`src/sv/assert_macros.svh`:
```
// ----------------------------------------------------------------------------
// Assertion macros
// Clocked assertion helpers for the RTL; empty when synthesized.
// ----------------------------------------------------------------------------
`ifndef ASSERT_MACROS_SVH
`define ASSERT_MACROS_SVH
`ifndef SYNTHESIS
// Check a property on clk, disabled while rst_n is low
`define PDS_ASSERT(lbl, prop, msg) \
  lbl: assert property (@(posedge clk) disable iff (!rst_n) prop) else $error(msg);
// Check a property on clk, also during reset
`define PDS_ASSERT_RST(lbl, prop, msg) \
  lbl: assert property (@(posedge clk) prop) else $error(msg);
`else
`define PDS_ASSERT(lbl, prop, msg)
`define PDS_ASSERT_RST(lbl, prop, msg)
`endif
`endif

```
`src/sv/pds_pkg.sv`:
```
// ----------------------------------------------------------------------------
// Pedestal subtractor package
// Widths, register indexes, reset values and shared types.
// ----------------------------------------------------------------------------
package pds_pkg;

  localparam int SAMPLE_W   = 16;
  localparam int ACC_W      = 11;
  localparam int LIMIT_W    = 10;
  localparam int DELAY_W    = 7;
  localparam int CHANNELS   = 64;
  localparam int CH_W       = $clog2(CHANNELS);
  localparam int CFG_IDX_W  = 2;
  localparam int CFG_DATA_W = 16;
  localparam int STORE_W    = SAMPLE_W + ACC_W;

  localparam logic [SAMPLE_W-1:0] INIT_PED_RST = '0;
  localparam logic [LIMIT_W-1:0]  LIMIT_RST    = LIMIT_W'(10);
  localparam logic [DELAY_W-1:0]  DELAY_RST    = DELAY_W'(3);

  typedef enum logic [CFG_IDX_W-1:0] {
    REG_INIT_PED      = 2'd0,
    REG_ACCUM_LIMIT   = 2'd1,
    REG_RESTORE_DELAY = 2'd2
  } cfg_reg_e;

  typedef struct packed {
    logic signed [SAMPLE_W-1:0] init_ped;
    logic [LIMIT_W-1:0]         accum_limit;
    logic [DELAY_W-1:0]         restore_delay;
  } cfg_t;

  typedef struct packed {
    logic signed [SAMPLE_W-1:0] sample;
    logic                       valid_req;
    logic                       user_mark;
    logic                       last;
    logic                       keep;
    logic                       ready_req;
    logic                       clear;
  } item_t;

  typedef struct packed {
    logic signed [SAMPLE_W-1:0] adjusted_sample;
    logic                       valid_out;
    logic                       user_out;
    logic                       keep_out;
    logic                       last_out;
  } result_t;

  typedef struct packed {
    logic signed [SAMPLE_W-1:0] ped;
    logic [ACC_W-1:0]           acc;
  } store_word_t;

endpackage

```
`src/sv/pds_ram.sv`:
```
// ----------------------------------------------------------------------------
// Generic RAM
// One write port, one read port with registered read data.
// ----------------------------------------------------------------------------
module pds_ram #(
  parameter int WIDTH = 8,
  parameter int DEPTH = 64
) (
  input  logic                     clk,
  input  logic                     we,
  input  logic [$clog2(DEPTH)-1:0] waddr,
  input  logic [WIDTH-1:0]         wdata,
  input  logic [$clog2(DEPTH)-1:0] raddr,
  output logic [WIDTH-1:0]         rdata
);

  logic [WIDTH-1:0] mem [DEPTH];

  // Write and registered read
  always_ff @(posedge clk) begin
    if (we) begin
      mem[waddr] <= wdata;
    end
    rdata <= mem[raddr];
  end

endmodule

```
`src/sv/pds_cfg_regs.sv`:
```
// ----------------------------------------------------------------------------
// Configuration registers
// Holds initial pedestal, accumulator limit and restore delay.
// ----------------------------------------------------------------------------
module pds_cfg_regs (
  input  logic                           clk,
  input  logic                           rst_n,
  input  logic                           wr_en,
  input  logic [pds_pkg::CFG_IDX_W-1:0]  wr_index,
  input  logic [pds_pkg::CFG_DATA_W-1:0] wr_data,
  output pds_pkg::cfg_t                  cfg
);

  pds_pkg::cfg_t cfg_r, cfg_nxt;

  // Decode the register index of a transfer
  always_comb begin
    cfg_nxt = cfg_r;
    if (wr_en) begin
      case (pds_pkg::cfg_reg_e'(wr_index))
        pds_pkg::REG_INIT_PED: begin
          cfg_nxt.init_ped = wr_data[pds_pkg::SAMPLE_W-1:0];
        end
        pds_pkg::REG_ACCUM_LIMIT: begin
          cfg_nxt.accum_limit = wr_data[pds_pkg::LIMIT_W-1:0];
        end
        pds_pkg::REG_RESTORE_DELAY: begin
          cfg_nxt.restore_delay = wr_data[pds_pkg::DELAY_W-1:0];
        end
        default: begin
          cfg_nxt = cfg_r;
        end
      endcase
    end
  end

  always_ff @(posedge clk) begin
    if (!rst_n) begin
      cfg_r.init_ped      <= pds_pkg::INIT_PED_RST;
      cfg_r.accum_limit   <= pds_pkg::LIMIT_RST;
      cfg_r.restore_delay <= pds_pkg::DELAY_RST;
    end else begin
      cfg_r <= cfg_nxt;
    end
  end

  assign cfg = cfg_r;

endmodule

```
`src/sv/pds_tracker.sv`:
```
// ----------------------------------------------------------------------------
// Pedestal tracker
// Per-channel frugal median tracking, channel store and subtraction.
// ----------------------------------------------------------------------------
module pds_tracker (
  input  logic             clk,
  input  logic             rst_n,
  input  logic             step_en,
  input  pds_pkg::item_t   item,
  input  pds_pkg::cfg_t    cfg,
  output pds_pkg::result_t result
);

  logic signed [pds_pkg::SAMPLE_W-1:0] wped_r, wped_nxt;
  logic signed [pds_pkg::SAMPLE_W-1:0] fill_ped_r, fill_ped_nxt;
  logic signed [pds_pkg::SAMPLE_W-1:0] held_r, held_nxt;
  logic [pds_pkg::ACC_W-1:0]           wacc_r, wacc_nxt;
  logic                                pend_r, pend_nxt;
  logic [pds_pkg::DELAY_W-1:0]         cnt_r, cnt_nxt;
  logic [pds_pkg::CH_W-1:0]            chan_r, chan_nxt;
  logic [pds_pkg::CHANNELS-1:0]        vld_r, vld_nxt;

  logic signed [pds_pkg::SAMPLE_W-1:0] ped_upd, adj;
  logic [pds_pkg::ACC_W-1:0]           acc_upd, acc_inc, acc_dec, neg_limit, pos_limit;
  logic [pds_pkg::DELAY_W-1:0]         cnt_inc;
  logic [pds_pkg::CH_W-1:0]            ch, ram_raddr;
  logic                                pkt_end, ram_we;
  logic [pds_pkg::STORE_W-1:0]         ram_rdata;
  pds_pkg::store_word_t                rd_word, stored, wr_word;

  // Channel store: pedestal and accumulator per channel
  pds_ram #(
    .WIDTH (pds_pkg::STORE_W),
    .DEPTH (pds_pkg::CHANNELS)
  ) u_store (
    .clk   (clk),
    .we    (ram_we),
    .waddr (ch),
    .wdata (wr_word),
    .raddr (ram_raddr),
    .rdata (ram_rdata)
  );

  assign rd_word = pds_pkg::store_word_t'(ram_rdata);

  // Entries not written since clear read as the fill pedestal
  always_comb begin
    if (vld_r[chan_r]) begin
      stored = rd_word;
    end else begin
      stored.ped = fill_ped_r;
      stored.acc = '0;
    end
  end

  // Median step on the working values
  always_comb begin
    acc_inc   = wacc_r + pds_pkg::ACC_W'(1);
    acc_dec   = wacc_r - pds_pkg::ACC_W'(1);
    pos_limit = pds_pkg::ACC_W'(cfg.accum_limit);
    neg_limit = pds_pkg::ACC_W'(0) - pos_limit;
    ped_upd   = wped_r;
    acc_upd   = wacc_r;
    if (item.valid_req && item.keep) begin
      if (item.sample > wped_r) begin
        if (acc_inc == pos_limit) begin
          ped_upd = wped_r + pds_pkg::SAMPLE_W'(1);
          acc_upd = '0;
        end else begin
          acc_upd = acc_inc;
        end
      end else if (item.sample < wped_r) begin
        if (acc_dec == neg_limit) begin
          ped_upd = wped_r - pds_pkg::SAMPLE_W'(1);
          acc_upd = '0;
        end else begin
          acc_upd = acc_dec;
        end
      end
    end
  end

  // Next state for one item
  always_comb begin
    wped_nxt     = wped_r;
    wacc_nxt     = wacc_r;
    fill_ped_nxt = fill_ped_r;
    held_nxt     = held_r;
    pend_nxt     = pend_r;
    cnt_nxt      = cnt_r;
    vld_nxt      = vld_r;
    ch           = chan_r;
    cnt_inc      = cnt_r + pds_pkg::DELAY_W'(1);
    pkt_end      = item.last && item.user_mark && item.valid_req;
    wr_word.ped  = wped_r;
    wr_word.acc  = wacc_r;
    if (item.clear) begin
      fill_ped_nxt = cfg.init_ped;
      wped_nxt     = cfg.init_ped;
      wacc_nxt     = '0;
      pend_nxt     = 1'b0;
      cnt_nxt      = '0;
      vld_nxt      = '0;
      ch           = '0;
      held_nxt     = item.sample;
      adj          = item.sample - cfg.init_ped;
      wr_word.ped  = cfg.init_ped;
      wr_word.acc  = '0;
    end else if (item.ready_req) begin
      wped_nxt    = ped_upd;
      wacc_nxt    = acc_upd;
      held_nxt    = item.sample;
      adj         = item.sample - ped_upd;
      wr_word.ped = ped_upd;
      wr_word.acc = acc_upd;
      // Count a pending reload up to the restore delay, then take the store entry
      if (pend_r) begin
        cnt_nxt = cnt_inc;
        if (cnt_inc == cfg.restore_delay) begin
          wped_nxt = stored.ped;
          wacc_nxt = stored.acc;
          pend_nxt = 1'b0;
          cnt_nxt  = '0;
        end
      end
      if (item.last && item.user_mark) begin
        pend_nxt = 1'b1;
      end
    end else begin
      adj = held_r - wped_r;
    end
    // Save working values and advance the channel at a packet end
    chan_nxt = ch;
    ram_we   = 1'b0;
    if (pkt_end) begin
      ram_we      = step_en;
      vld_nxt[ch] = 1'b1;
      chan_nxt    = (ch == pds_pkg::CH_W'(pds_pkg::CHANNELS - 1)) ? '0 :
                    ch + pds_pkg::CH_W'(1);
    end
  end

  // Prefetch the entry of the channel that is current after this edge
  assign ram_raddr = step_en ? chan_nxt : chan_r;

  always_ff @(posedge clk) begin
    if (!rst_n) begin
      wped_r     <= pds_pkg::INIT_PED_RST;
      fill_ped_r <= pds_pkg::INIT_PED_RST;
      held_r     <= '0;
      wacc_r     <= '0;
      pend_r     <= 1'b0;
      cnt_r      <= '0;
      chan_r     <= '0;
      vld_r      <= '0;
    end else if (step_en) begin
      wped_r     <= wped_nxt;
      fill_ped_r <= fill_ped_nxt;
      held_r     <= held_nxt;
      wacc_r     <= wacc_nxt;
      pend_r     <= pend_nxt;
      cnt_r      <= cnt_nxt;
      chan_r     <= chan_nxt;
      vld_r      <= vld_nxt;
    end
  end

  // Flags pass straight through
  always_comb begin
    result.adjusted_sample = adj;
    result.valid_out       = item.valid_req;
    result.user_out        = item.user_mark;
    result.keep_out        = item.keep;
    result.last_out        = item.last;
  end

endmodule

```
`src/sv/multichannel_pedestal_subtractor_unit.sv`:
```
// ----------------------------------------------------------------------------
// Multichannel pedestal subtractor
// Subtracts a tracked per-channel pedestal from a stream of ADC samples.
// ----------------------------------------------------------------------------
// An item passes the input register, then the result register, on its way from
//   input transfer to result transfer; result valid rises as the input register
//   hands the item on. The tracker state updates as an item leaves
//   the input register.
// Throughput: one item per cycle while the result channel does not stall.
// Reset: synchronous, active low; clears both stages, the channel state and
//   the store valid bits and loads register defaults.
`include "assert_macros.svh"

module multichannel_pedestal_subtractor_unit (
  input  logic                                  clk,
  input  logic                                  rst_n,
  // input channel
  input  logic                                  in_valid,
  output logic                                  in_ready,
  input  logic signed [pds_pkg::SAMPLE_W-1:0]   in_sample,
  input  logic                                  in_valid_req,
  input  logic                                  in_user_mark,
  input  logic                                  in_last,
  input  logic                                  in_keep,
  input  logic                                  in_ready_req,
  input  logic                                  in_clear,
  // result channel
  output logic                                  out_valid,
  input  logic                                  out_ready,
  output logic signed [pds_pkg::SAMPLE_W-1:0]   out_adjusted_sample,
  output logic                                  out_valid_out,
  output logic                                  out_user_out,
  output logic                                  out_keep_out,
  output logic                                  out_last_out,
  // configuration
  input  logic                                  cfg_valid,
  output logic                                  cfg_ready,
  input  logic [pds_pkg::CFG_IDX_W-1:0]         cfg_index,
  input  logic [pds_pkg::CFG_DATA_W-1:0]        cfg_data
);

  pds_pkg::cfg_t    cfg;
  pds_pkg::item_t   in_item, s1_item_r;
  pds_pkg::result_t res, out_res_r;
  logic             s1_valid_r, out_valid_r, s1_adv;

  // Configuration registers
  assign cfg_ready = 1'b1;

  pds_cfg_regs u_cfg (
    .clk      (clk),
    .rst_n    (rst_n),
    .wr_en    (cfg_valid && cfg_ready),
    .wr_index (cfg_index),
    .wr_data  (cfg_data),
    .cfg      (cfg)
  );

  // Pack the input fields
  always_comb begin
    in_item.sample    = in_sample;
    in_item.valid_req = in_valid_req;
    in_item.user_mark = in_user_mark;
    in_item.last      = in_last;
    in_item.keep      = in_keep;
    in_item.ready_req = in_ready_req;
    in_item.clear     = in_clear;
  end

  // Advance the input stage when the result register is free or drains
  assign s1_adv   = s1_valid_r && (!out_valid_r || out_ready);
  assign in_ready = !s1_valid_r || s1_adv;

  always_ff @(posedge clk) begin
    if (!rst_n) begin
      s1_valid_r  <= 1'b0;
      out_valid_r <= 1'b0;
    end else begin
      if (in_ready) begin
        s1_valid_r <= in_valid;
      end
      if (s1_adv) begin
        out_valid_r <= 1'b1;
      end else if (out_ready) begin
        out_valid_r <= 1'b0;
      end
    end
  end

  // Hold payloads
  always_ff @(posedge clk) begin
    if (in_valid && in_ready) begin
      s1_item_r <= in_item;
    end
    if (s1_adv) begin
      out_res_r <= res;
    end
  end

  pds_tracker u_tracker (
    .clk     (clk),
    .rst_n   (rst_n),
    .step_en (s1_adv),
    .item    (s1_item_r),
    .cfg     (cfg),
    .result  (res)
  );

  // Drive the result channel
  assign out_valid           = out_valid_r;
  assign out_adjusted_sample = out_res_r.adjusted_sample;
  assign out_valid_out       = out_res_r.valid_out;
  assign out_user_out        = out_res_r.user_out;
  assign out_keep_out        = out_res_r.keep_out;
  assign out_last_out        = out_res_r.last_out;

  // Checks on the two-stage control
  `PDS_ASSERT_RST(a_rst_empty, !rst_n |=> !out_valid, "result valid after reset")
  `PDS_ASSERT(a_s1_moves, (s1_valid_r && !out_valid_r) |=> out_valid,
              "input stage item did not reach result register")
  `PDS_ASSERT(a_ready_free, !out_valid |-> in_ready, "input stalled with empty result")
  `PDS_ASSERT(a_full_stall, (out_valid && !out_ready && s1_valid_r) |-> !in_ready,
              "transfer accepted while both stages full")

endmodule

```
`config.mk`:
```
export PLATFORM = sky130hd
export DESIGN_NAME = multichannel_pedestal_subtractor_unit
export DESIGN_NICKNAME = d
export VERILOG_FILES = /design/src/sv/pds_pkg.sv /design/src/sv/pds_ram.sv /design/src/sv/pds_cfg_regs.sv /design/src/sv/pds_tracker.sv /design/src/sv/multichannel_pedestal_subtractor_unit.sv
export VERILOG_INCLUDE_DIRS = /design/src /design/src/sv
export SDC_FILE = /design/constraint.sdc
export NUM_CORES = 2
export LEC_CHECK = 0
export ABC_AREA = 0
export BUFFER_PORTS_ARGS = -buffer_cell sky130_fd_sc_hd__buf_2
export CAP_MARGIN = 0
export CORE_ASPECT_RATIO = 0.5
export CORE_UTILIZATION = 45
export CTS_CLUSTER_DIAMETER = 80
export DETAILED_ROUTE_END_ITERATION = 16
export GPL_ROUTABILITY_DRIVEN = 0
export SYNTH_ARGS = -nofsm -noshare
export SYNTH_HDL_FRONTEND = slang
export SYNTH_SLANG_ARGS = --single-unit
export TNS_END_PERCENT = 100
```
`constraint.sdc`:
```
create_clock -name clk -period 8.5 [get_ports clk]
set_input_delay 1.7 -clock clk [delete_from_list [all_inputs] [get_ports clk]]
set_output_delay 1.7 -clock clk [all_outputs]
set_load 0.01 [all_outputs]
```
==> metrics.cfg <==
[outcome]
outcome = complete, no violations

[finish]
area_growth_pct = 11.6
final_cells = 8915
layout_common_cells = 1,770 x edfxtp_1, 1,079 x nand2_1, 641 x a211oi_1, 417 x and2_1, 394 x a21oi_1
nets = 6480
mostFrequentLayoutCell = edfxtp_1
final_layout_size_suffix_gt1_share_pct = 9.67

[global_routing]
overflow = 0
antenna_found_initial = 13
grt_pass1_wl_um = 351000
grt_max_degree = 211
grt_pass1_vias = 52420
track_usage_pct = 25.4

[die]
dieArea_um2 = 186000
die_h_um = 305
start_util_pct = 45.7
ioPinCount = 68
core_um2 = 181000
core.rowCount = 110
die_w_um = 609

[setup_path]
crit_required_ps = 9020
crit_type = flip-flop to flip-flop
crit_path_start = u_tracker.wacc_r[0]$_SDFFE_PN0P_
crit_path_end_kind = flip-flop
worst-r2r-setup-slack_ps = 1800
worst_r2r_endpoint = out_adjusted_sample[13]$_DFFE_PP_
startpoint_type = flip-flop
arrival_ps = 7220
r2r_start = u_tracker.wacc_r[0]$_SDFFE_PN0P_
crit_end = out_adjusted_sample[13]$_DFFE_PP_
r2r_cells = 24
critPathMaxFanout = 12

[clock_network]
htree_levels = 4
clk_latency_ps = 830
hold_buffers = 0
clk_pin_slew_ps = 70
cts_buffers = 182
cts_setup_buffers = 0
cts.path.max_buffers = 4
clkSinkCount = 1969
cts_resized = 0
cts_root_buf = clkbuf_16
cts_tree = yes

[placed_design]
io_buffers = 66
dp.cells = 8593
post-dp-hpwl_um = 134000

[power]
power_density_nw_per_um2 = 212
power_leakage_uw = 0.0304
peakVddDrop_v = 0.000147

[detailed_routing]
vias_per_cell = 6.15
dr.pass1.iters = 8
drc = 0
final_antenna_net_count = 0
vias = 54842
drt_iter0_drc = 6903
totalWireLength_um = 241000
routedWlPerCell_um = 27.0

[sta]
hold_viol = 0
fmax_mhz = 149
skew_ps = 31.3
relSlewSlack_pct = 7.43
period_needed_ps = 6700
worst_slew_pin_slew_ps = 1380
period_share_pct = 78.8
setup_viol_count_final = 0
slew_violations = 0
fin_setup_tns_ps = 0
grt_setup_unrepaired = false

[synthesis]
synth-edff-count = 1770
synthArstFlopShare_pct = 0
ys_seq_area_share_pct = 69.0
synth_warnings = 0
synth-main-ff-cell = edfxtp_1
syn_area_um2 = 82800
avgSynthCellArea_um2 = 12.8
synth_area_leaders = edfxtp_1 64%, a211oi_1 6.0%, nand2_1 4.9%
synth.distinct_cells = 83
synth_seq_cells = 1969
synth_cells = 6461
synth_nets = 6572
synth_largest_area_cell = edfxtp_1
yosysTopAreaCellShare_pct = 64.2

[min_path]
worst_hold_path_type = flip-flop to flip-flop

[flow_run]
drv_cap = 0

[flip-flops by register name, summed over array words and instances, names as in the netlist, 16 cells and up]
name,flops
u_tracker.u_store.mem,1728
u_tracker.u_store.rdata,27
u_cfg.cfg,33
u_tracker.wped_r,16
u_tracker.vld_r,64
u_tracker.fill_ped_r,16
s1_item_r,22
out_adjusted_sample,16
u_tracker.held_r,16
[cell families after synthesis]
family	Yosys count	share of synthesized area, %
compound gates	1727	14.3
simple gates	1986	11.0
fa+ha+maj	68	1.05
xor+xnor	94	1.10
flops	1969	69.0
buf+inv	559	2.55
mux	57	1.03
other cells	1	0.00453
[layout make-up]
type / instances / area [um2]
Tap cell: 2408 / 3010
Antenna cell: 3 / 7.51
Inverter: 66 / 250
Clock buffer: 241 / 5010
Fill cell: 15240 / 89000
Sequential cell: 1969 / 57100
Multi-Input combinational cell: 3933 / 24500
Clock inverter: 78 / 751
Timing Repair Buffer: 217 / 1750
[per-stage QoR]
stage          util [%]  area [um2]  total power [uW]  worst slack [ps]  hold slack [ps]
2_1_floorplan         -       82800             11300              1530              432
3_3_place_gp       47.7       86600             11600              1020              440
3_5_place_dp       47.8       86600             11700              1420              443
4_1_cts            50.9       92400             19600              2020              452
5_1_grt            50.9       92400             20100              1470              477
6_report           50.9       92400             19600              1800              450
[synthesized netlist by cell type (7+ instances only)]
| master | instances |
|---|---|
| edfxtp_1 | 1770 |
| nand2_1 | 1080 |
| a211oi_1 | 658 |
| clkbuf_1 | 461 |
| and2_1 | 418 |
| a21oi_1 | 396 |
| nor2_1 | 255 |
| a31oi_1 | 229 |
| a311oi_1 | 219 |
| dfxtp_1 | 199 |
| o21ai_0 | 83 |
| ha_1 | 63 |
| inv_1 | 62 |
| xnor2_1 | 62 |
| nand3_1 | 36 |
| mux2i_1 | 32 |
| nor2b_1 | 31 |
| and2_0 | 30 |
| nor3_1 | 30 |
| xor2_1 | 26 |
| buf_1 | 22 |
| mux4_2 | 22 |
| a21o_1 | 21 |
| and3_1 | 18 |
| a22oi_1 | 17 |
| nor4_1 | 15 |
| or3_1 | 12 |
| nand2b_1 | 11 |
| nand4_1 | 11 |
| a21boi_0 | 9 |
| buf_2 | 9 |
| o211ai_1 | 9 |
| a211o_1 | 8 |
| o221ai_1 | 8 |
| nand3b_1 | 7 |
| or2_2 | 7 |
[power by group]
| part | total [uW] | internal, uW | switching, uW |
|---|---|---|---|
| registers | 10600 | 10600 | 47.1 |
| logic | 835 | 237 | 597 |
| clock network | 8090 | 4540 | 3550 |
| total | 19600 | 15400 | 4200 |
[layer usage]
layer / vias to the layer above / track usage, % / part of all wire, %
met5: - / 0 / 0.018
met4: 6 / 7.98 / 3.1
met3: 415 / 5.56 / 9.9
met2: 2410 / 38.5 / 44
met1: 27720 / 36.5 / 43
li1: 24291 / - / -
[critical path: stages, from the launching register on]
cell	delay [ps]
dfxtp_1	480
inv_1	120
ha_1	360
nor3b_2	410
xnor3_1	380
or3_1	460
nor4_2	340
o2111ai_1	240
nor2_1	390
o21ai_0	150
a22o_1	280
a21oi_1	350
inv_1	80
ha_1	270
nor2b_1	120
o21ai_0	150
nand2b_1	140
nand2_1	100
o31ai_1	110
o221ai_1	200
nand4_1	170
o2111a_1	190
or4b_1	570
mux2i_1	190
o221ai_1	140
[worst min path at each step]
stage | slack [ps] | cells after the start | startpoint | end
final | 450 | 2 | u_tracker.fill_ped_r[13]$_SDFFE_PN0P_ | u_tracker.fill_ped_r[13]$_SDFFE_PN0P_
after global routing | 480 | 2 | u_tracker.fill_ped_r[13]$_SDFFE_PN0P_ | u_tracker.fill_ped_r[13]$_SDFFE_PN0P_
after CTS | 450 | 2 | u_tracker.fill_ped_r[13]$_SDFFE_PN0P_ | u_tracker.fill_ped_r[13]$_SDFFE_PN0P_
after detailed placement | 440 | 2 | u_tracker.fill_ped_r[13]$_SDFFE_PN0P_ | u_tracker.fill_ped_r[13]$_SDFFE_PN0P_
after global placement | 440 | 2 | u_tracker.fill_ped_r[12]$_SDFFE_PN0P_ | u_tracker.fill_ped_r[12]$_SDFFE_PN0P_
after floorplan | 430 | 2 | u_tracker.fill_ped_r[12]$_SDFFE_PN0P_ | u_tracker.fill_ped_r[12]$_SDFFE_PN0P_
No activity file was read; power rests on OpenSTA's default activity.
